--- src/sv/dfe_pkg.sv ---
`timescale 1ns / 1ps
// Shared types and constants for the frame encoder.
// No dependencies; imported by dfe_serializer and dshot_frame_encoder_unit.
package dfe_pkg;

    localparam int FRAME_BITS   = 16;
    localparam int CNT_W        = $clog2(FRAME_BITS);
    localparam int THR_W        = 16;
    localparam int CLAMP_W      = 11;
    localparam int TICK_W       = 8;
    localparam int CFG_ADDR_W   = 3;
    localparam int CFG_DATA_W   = 11;
    localparam int S_TDATA_W    = 24;
    localparam int M_TDATA_W    = 24;

    localparam logic [CLAMP_W-1:0] THR_MIN_RST  = 11'd0;
    localparam logic [CLAMP_W-1:0] THR_MAX_RST  = 11'd2000;
    localparam logic [TICK_W-1:0]  ONE_HI_RST   = 8'd100;
    localparam logic [TICK_W-1:0]  ONE_LO_RST   = 8'd34;
    localparam logic [TICK_W-1:0]  ZERO_HI_RST  = 8'd50;
    localparam logic [TICK_W-1:0]  ZERO_LO_RST  = 8'd84;

    typedef enum logic [CFG_ADDR_W-1:0] {
        REG_THR_MIN = 3'd0,
        REG_THR_MAX = 3'd1,
        REG_ONE_HI  = 3'd2,
        REG_ONE_LO  = 3'd3,
        REG_ZERO_HI = 3'd4,
        REG_ZERO_LO = 3'd5
    } dfe_reg_idx_t;

    typedef struct packed {
        logic [TICK_W-1:0] one_high;
        logic [TICK_W-1:0] one_low;
        logic [TICK_W-1:0] zero_high;
        logic [TICK_W-1:0] zero_low;
    } dfe_ticks_t;

    typedef struct packed {
        logic                  chan;
        logic [FRAME_BITS-1:0] frame;
    } dfe_frame_t;

endpackage

--- src/sv/dshot_frame_encoder_unit.sv ---
`timescale 1ns / 1ps
// Frame encoder top level: config registers, clamp and checksum pipeline.
// Depends on dfe_pkg and dfe_serializer.

// Each request (throttle, telemetry flag, motor channel) becomes one 16-bit
// frame, sent as 16 symbols, MSB first, one symbol per cycle while the output
// channel is not stalled; tlast marks the sixteenth. A request passes three
// pipeline stages (capture, clamp, frame build), then the serializer's shift
// register and one output register before its first symbol is offered. The
// next request is already taken while the current frame is still shifting
// out. Tick values come from the config registers when each symbol is
// produced, so write them only while the block is idle.
module dshot_frame_encoder_unit import dfe_pkg::*; (
    input  logic                  aclk,
    input  logic                  aresetn,
    input  logic                  cfg_wr_en,
    input  logic [CFG_ADDR_W-1:0] cfg_addr,
    input  logic [CFG_DATA_W-1:0] cfg_wdata,
    input  logic                  s_tvalid,
    output logic                  s_tready,
    input  logic [S_TDATA_W-1:0]  s_tdata,  // throttle[15:0], telemetry_request[16]
    input  logic                  s_tuser,  // motor_channel
    output logic                  m_tvalid,
    input  logic                  m_tready,
    output logic [M_TDATA_W-1:0]  m_tdata,  // bit_value[0], high_ticks[8:1], low_ticks[16:9]
    output logic                  m_tuser,  // motor_channel_out
    output logic                  m_tlast   // last_symbol
);

    // config registers
    logic [CLAMP_W-1:0] thr_min_reg, thr_max_reg;
    dfe_ticks_t         ticks_reg;

    always_ff @(posedge aclk) begin
        if (!aresetn) begin
            thr_min_reg         <= THR_MIN_RST;
            thr_max_reg         <= THR_MAX_RST;
            ticks_reg.one_high  <= ONE_HI_RST;
            ticks_reg.one_low   <= ONE_LO_RST;
            ticks_reg.zero_high <= ZERO_HI_RST;
            ticks_reg.zero_low  <= ZERO_LO_RST;
        end else if (cfg_wr_en) begin
            case (cfg_addr)
                REG_THR_MIN: thr_min_reg         <= cfg_wdata;
                REG_THR_MAX: thr_max_reg         <= cfg_wdata;
                REG_ONE_HI:  ticks_reg.one_high  <= cfg_wdata[TICK_W-1:0];
                REG_ONE_LO:  ticks_reg.one_low   <= cfg_wdata[TICK_W-1:0];
                REG_ZERO_HI: ticks_reg.zero_high <= cfg_wdata[TICK_W-1:0];
                REG_ZERO_LO: ticks_reg.zero_low  <= cfg_wdata[TICK_W-1:0];
                default: ;
            endcase
        end
    end

    // stage valids and readiness
    logic s1_vld_reg, s2_vld_reg, s3_vld_reg;
    logic s1_ready, s2_ready, s3_ready, ser_ready;

    assign s3_ready = !s3_vld_reg || ser_ready;
    assign s2_ready = !s2_vld_reg || s3_ready;
    assign s1_ready = !s1_vld_reg || s2_ready;
    assign s_tready = s1_ready;

    always_ff @(posedge aclk) begin
        if (!aresetn) begin
            s1_vld_reg <= 1'b0;
            s2_vld_reg <= 1'b0;
            s3_vld_reg <= 1'b0;
        end else begin
            if (s1_ready) s1_vld_reg <= s_tvalid;
            if (s2_ready) s2_vld_reg <= s1_vld_reg;
            if (s3_ready) s3_vld_reg <= s2_vld_reg;
        end
    end

    // stage 1: capture
    logic [THR_W-1:0] s1_thr_reg;
    logic             s1_telem_reg, s1_chan_reg;

    always_ff @(posedge aclk) begin
        if (s1_ready) begin
            s1_thr_reg   <= s_tdata[THR_W-1:0];
            s1_telem_reg <= s_tdata[THR_W];
            s1_chan_reg  <= s_tuser;
        end
    end

    // stage 2: clamp; with crossed bounds, throttles below the lower bound get it, all others the upper
    logic [CLAMP_W-1:0] clamp_next, s2_clamp_reg;
    logic               s2_telem_reg, s2_chan_reg;

    always_comb begin
        if (s1_thr_reg < THR_W'(thr_min_reg)) begin
            clamp_next = thr_min_reg;
        end else if (s1_thr_reg > THR_W'(thr_max_reg)) begin
            clamp_next = thr_max_reg;
        end else begin
            clamp_next = s1_thr_reg[CLAMP_W-1:0];
        end
    end

    always_ff @(posedge aclk) begin
        if (s2_ready) begin
            s2_clamp_reg <= clamp_next;
            s2_telem_reg <= s1_telem_reg;
            s2_chan_reg  <= s1_chan_reg;
        end
    end

    // stage 3: 12-bit word plus nibble checksum
    logic [CLAMP_W:0] word;
    logic [3:0]       csum;
    dfe_frame_t       s3_frm_reg;

    assign word = {s2_clamp_reg, s2_telem_reg};
    assign csum = word[3:0] ^ word[7:4] ^ word[11:8];

    always_ff @(posedge aclk) begin
        if (s3_ready) begin
            s3_frm_reg.frame <= {word, csum};
            s3_frm_reg.chan  <= s2_chan_reg;
        end
    end

    dfe_serializer u_ser (
        .aclk      (aclk),
        .aresetn   (aresetn),
        .frm_vld   (s3_vld_reg),
        .frm_ready (ser_ready),
        .frm       (s3_frm_reg),
        .ticks     (ticks_reg),
        .m_tvalid  (m_tvalid),
        .m_tready  (m_tready),
        .m_tdata   (m_tdata),
        .m_tuser   (m_tuser),
        .m_tlast   (m_tlast)
    );

endmodule

--- src/sv/dfe_serializer.sv ---
`timescale 1ns / 1ps
// Frame serializer: shifts a 16-bit frame out MSB first, into a registered
// output channel, one symbol per cycle unless stalled. Depends on dfe_pkg.
module dfe_serializer import dfe_pkg::*; (
    input  logic                 aclk,
    input  logic                 aresetn,
    input  logic                 frm_vld,
    output logic                 frm_ready,
    input  dfe_frame_t           frm,
    input  dfe_ticks_t           ticks,
    output logic                 m_tvalid,
    input  logic                 m_tready,
    output logic [M_TDATA_W-1:0] m_tdata,  // bit_value, high_ticks, low_ticks
    output logic                 m_tuser,  // motor_channel_out
    output logic                 m_tlast   // last_symbol
);

    logic [FRAME_BITS-1:0] shift_reg, shift_next;
    logic [CNT_W-1:0]      cnt_reg, cnt_next;
    logic                  busy_reg, busy_next;
    logic                  chan_reg, chan_next;
    logic                  ovld_reg, ovld_next;
    logic [M_TDATA_W-1:0]  odata_reg, odata_next;
    logic                  ouser_reg, ouser_next;
    logic                  olast_reg, olast_next;

    logic out_load;
    logic is_last;
    logic bit_v;
    logic take;

    assign out_load  = busy_reg && (!ovld_reg || m_tready);
    assign is_last   = (cnt_reg == CNT_W'(FRAME_BITS - 1));
    assign bit_v     = shift_reg[FRAME_BITS-1];
    assign frm_ready = !busy_reg || (out_load && is_last);
    assign take      = frm_vld && frm_ready;

    always_comb begin
        shift_next = shift_reg;
        cnt_next   = cnt_reg;
        busy_next  = busy_reg;
        chan_next  = chan_reg;
        ovld_next  = ovld_reg;
        odata_next = odata_reg;
        ouser_next = ouser_reg;
        olast_next = olast_reg;

        if (m_tready) begin
            ovld_next = 1'b0;
        end
        if (out_load) begin
            ovld_next  = 1'b1;
            odata_next = {(M_TDATA_W - 2*TICK_W - 1)'(0),
                          bit_v ? ticks.one_low  : ticks.zero_low,
                          bit_v ? ticks.one_high : ticks.zero_high,
                          bit_v};
            ouser_next = chan_reg;
            olast_next = is_last;
            shift_next = {shift_reg[FRAME_BITS-2:0], 1'b0};
            cnt_next   = cnt_reg + CNT_W'(1);
            if (is_last) begin
                busy_next = 1'b0;
            end
        end
        // a frame loads when idle or as the previous one drains its last symbol
        if (take) begin
            shift_next = frm.frame;
            chan_next  = frm.chan;
            cnt_next   = '0;
            busy_next  = 1'b1;
        end
    end

    always_ff @(posedge aclk) begin
        if (!aresetn) begin
            busy_reg <= 1'b0;
            ovld_reg <= 1'b0;
            cnt_reg  <= '0;
        end else begin
            busy_reg <= busy_next;
            ovld_reg <= ovld_next;
            cnt_reg  <= cnt_next;
        end
    end

    always_ff @(posedge aclk) begin
        shift_reg <= shift_next;
        chan_reg  <= chan_next;
        odata_reg <= odata_next;
        ouser_reg <= ouser_next;
        olast_reg <= olast_next;
    end

    assign m_tvalid = ovld_reg;
    assign m_tdata  = odata_reg;
    assign m_tuser  = ouser_reg;
    assign m_tlast  = olast_reg;

endmodule

--- config.mk ---
export PLATFORM = sky130hd
export DESIGN_NAME = dshot_frame_encoder_unit
export DESIGN_NICKNAME = d
export VERILOG_FILES = /design/src/sv/dfe_pkg.sv /design/src/sv/dshot_frame_encoder_unit.sv /design/src/sv/dfe_serializer.sv
export SDC_FILE = /design/constraint.sdc
export NUM_CORES = 1
export LEC_CHECK = 0
export CAP_MARGIN = 20
export CORE_MARGIN = 2
export CORE_UTILIZATION = 65
export DETAILED_ROUTE_END_ITERATION = 6
export DONT_BUFFER_PORTS = 1
export PLACE_DENSITY_LB_ADDON = 0.2
export SLEW_MARGIN = 20
export SYNTH_ARGS = -nofsm -noshare
export SYNTH_HDL_FRONTEND = slang
export SYNTH_SLANG_ARGS = --single-unit
--- constraint.sdc ---
create_clock -name aclk -period 7.15 [get_ports aclk]
set_clock_uncertainty 0.05 [all_clocks]
set_input_delay 2.145 -clock aclk [delete_from_list [all_inputs] [get_ports aclk]]
set_output_delay 2.145 -clock aclk [all_outputs]
set_load 0.02 [all_outputs]
==> qor.yml <==
status:
  status: "complete, no violations"
clocking:
  cts_resized: 0
  htreeDepth: 4
  clk_pin_slew_worst_paths_ps: 60
  hold_buffers: 0
  cts_setup_buffers: 0
  clockBufferDepth: 2
  insertion_delay_ps: 520
  cts_root_buffer: "clkbuf_8"
  cts_sinks: 147
  cts_made_buffers: 17
  tritoncts: "yes"
placement:
  dp_hpwl_um: 7360
  io_buffers: 0
  dpl_cell_area_mm2: 0.00622
  routabilityCongestion: 0.828
floorplan:
  die_x_um: 101
  fp.coreArea_mm2: 0.00924
  ios: 72
  die_y_um: 101
  start_util: 0.668
  num_rows: 35
  die_area_mm2: 0.0103
setup_path:
  worstSetupStartpointType: "primary input"
  cp-end-kind: "output port"
  rr_endpoint: "s2_clamp_reg[0]$_DFFE_PP_"
  cp-endpoint: "s_tready"
  r2r_cells: 7
  slowest_stage: "nor2b_1"
  rrSetupSlack_ps: 3960
  cp_slowest_stage_delay_ps: 300
  path_cells: "nor2b_1 -> o21a_1 -> and3_1 -> nand2_1 -> buf_4"
  worstSetupStartpoint: "m_tready"
  critPathArrivalTime_ps: 3280
  worstSetupPathType: "primary input to output port"
  crit_fanout: 19
  rr_startpoint: "s1_thr_reg[10]$_DFFE_PP_"
  worstPathRequired_ps: 4950
timing:
  rsz0062_at_grt: "no"
  fin_crit_ps: 5480
  maxSlewHeadroom: 0.441
  worst_pin_slew_ps: 839
  whs_ps: 363
  fin_crit_sh: 0.766
  maxSlewViolCount: 0
  fmax_mhz: 183
  finalHoldViolations: 0
  setup_viol: 0
  setup_tns_ps: 0
yosys:
  synth_top_area_share: 0.409
  postSynthCellCount: 549
  synth.area.top_cells: "edfxtp_1 (41%), dfxtp_1 (20%), nand2_1 (9.6%), a21boi_0 (4.6%), ha_1 (4.5%)"
  synth_edf_count: 84
  yosysSeqAreaShare: 0.613
  yosys_warnings: 0
  synthDistinctLibCells: 37
  synth-seq-cells: 147
  synth_area_per_cell_um2: 11.2
  ys_async_sr_fraction: 0
  synth_flop_cell: "edfxtp_1"
  synth_largest_area_cell: "edfxtp_1"
  synth_area_mm2: 0.00617
global_route:
  grt_pass1_vias: 3811
  use_met1: 0.301
  grt_usage: 0.237
  grt_pass1_wl_um: 18400
  grt-busiest-layer: "met2"
  grt.overflow.total: 0
  antenna_found_initial: 0
  use_met2: 0.402
  grt_max_degree: 61
  met3_usage: 0.0580
final_layout:
  antenna_cells: 0
  layout.nets: 612
  syn_to_final_growth_pct: 10.9
  fin_area_mm2: 0.00684
  final_layout_size_suffix_gt1_frac: 0.0948
  fill_cells: 607
  largest_register_ff_count: 32
pwr:
  powerDensity_mw_per_mm2: 282
  p_leak_nw: 2.65
  vdd_drop_max_mv: 0.193
  finalPower_mw: 1.93
drt:
  drt_iter0_drc: 214
  vias_per_cell: 5.55
  drtPass1Iterations: 5
  detail-route-antenna-nets: 0
  vias: 3819
  wl_per_cell_um: 16.5
  drc_errors: 0
  totalWireLength_um: 11400
job:
  cap_viol_max_count: 0
min_path:
  min_path_type: "flip-flop to flip-flop"
==> stage by stage <==
stage	std cells	setup WS (ps)	utilization
2_1_floorplan	555	1790	-
3_3_place_gp	656	1830	0.673
3_5_place_dp	656	1790	0.673
4_1_cts	688	1760	0.740
5_1_grt	688	1610	0.741
6_report	688	1670	0.741
==> worst min path at each step <==
stage	end	slack (ps)	start	cells past startpoint
floorplan	s2_chan_reg$_DFFE_PP_	350	s1_chan_reg$_DFFE_PP_	0
global placement	s2_chan_reg$_DFFE_PP_	360	s1_chan_reg$_DFFE_PP_	0
detailed placement	s2_telem_reg$_DFFE_PP_	350	s1_telem_reg$_DFFE_PP_	0
CTS	s3_frm_reg[16]$_DFFE_PP_	360	s2_chan_reg$_DFFE_PP_	0
global route	s3_frm_reg[16]$_DFFE_PP_	380	s2_chan_reg$_DFFE_PP_	0
finish	s3_frm_reg[16]$_DFFE_PP_	360	s2_chan_reg$_DFFE_PP_	0
==> layout make-up <==
cell class	count	area (um^2)	share of cell area
Sequential cell	147	3780	0.553
Clock inverter	10	145	0.0212
Tap cell	129	161	0.0236
Inverter	24	90.1	0.0132
Multi-Input combinational cell	355	2180	0.319
Timing Repair Buffer	1	7.51	0.00110
Clock buffer	22	474	0.0693
==> cell families after synthesis <==
kind of cell               share of synthesized area
DFF                                            0.613
xor gates and xnor gates                      0.0156
adders and majority gates                     0.0446
muxes                                         0.0669
buffers and inverters                         0.0379
other                                       0.000608
and+or+nand+nor                                0.143
AOI/OAI and AO/OA                             0.0783
==> synth_stat cells, drive strengths merged (4+ instances only) <==
master  instances
and3            4
mux2           18
a21boi         38
nor2           11
clkbuf         20
o21a            4
edfxtp         84
a21oi           6
dfxtp          63
mux2i          21
o211ai          7
inv            24
nand3          18
nor2b           7
nand4           4
nand2         157
ha             22
xnor2           9
buf             9
==> layer usage <==
layer / share of wire / wire (um)
met5: 0 / 0
met4: 0.013 / 143
met3: 0.042 / 482
met2: 0.52 / 5880
met1: 0.43 / 4870
==> cells in the final DEF (no fill, tap or decap), types with 16 or more instances in the layout <==
master / instances
ha_1: 22
dfxtp_1: 63
a21boi_0: 38
clkbuf_16: 17
nand2_1: 157
nand3_1: 18
inv_1: 23
mux2i_1: 21
mux2_2: 16
edfxtp_1: 84
==> worst max-delay path, delay by kind of cell <==
kind	cells	cell delay (ps)
buf+inv	1	230
simple gates	3	630
compound gates	1	260
==> power by group <==
group	internal, mW	total [mW]	switching, mW
logic	0.0322	0.0742	0.0420
clock network	0.574	0.907	0.332
registers	0.928	0.948	0.0205
(Power assumes the default switching activity.)
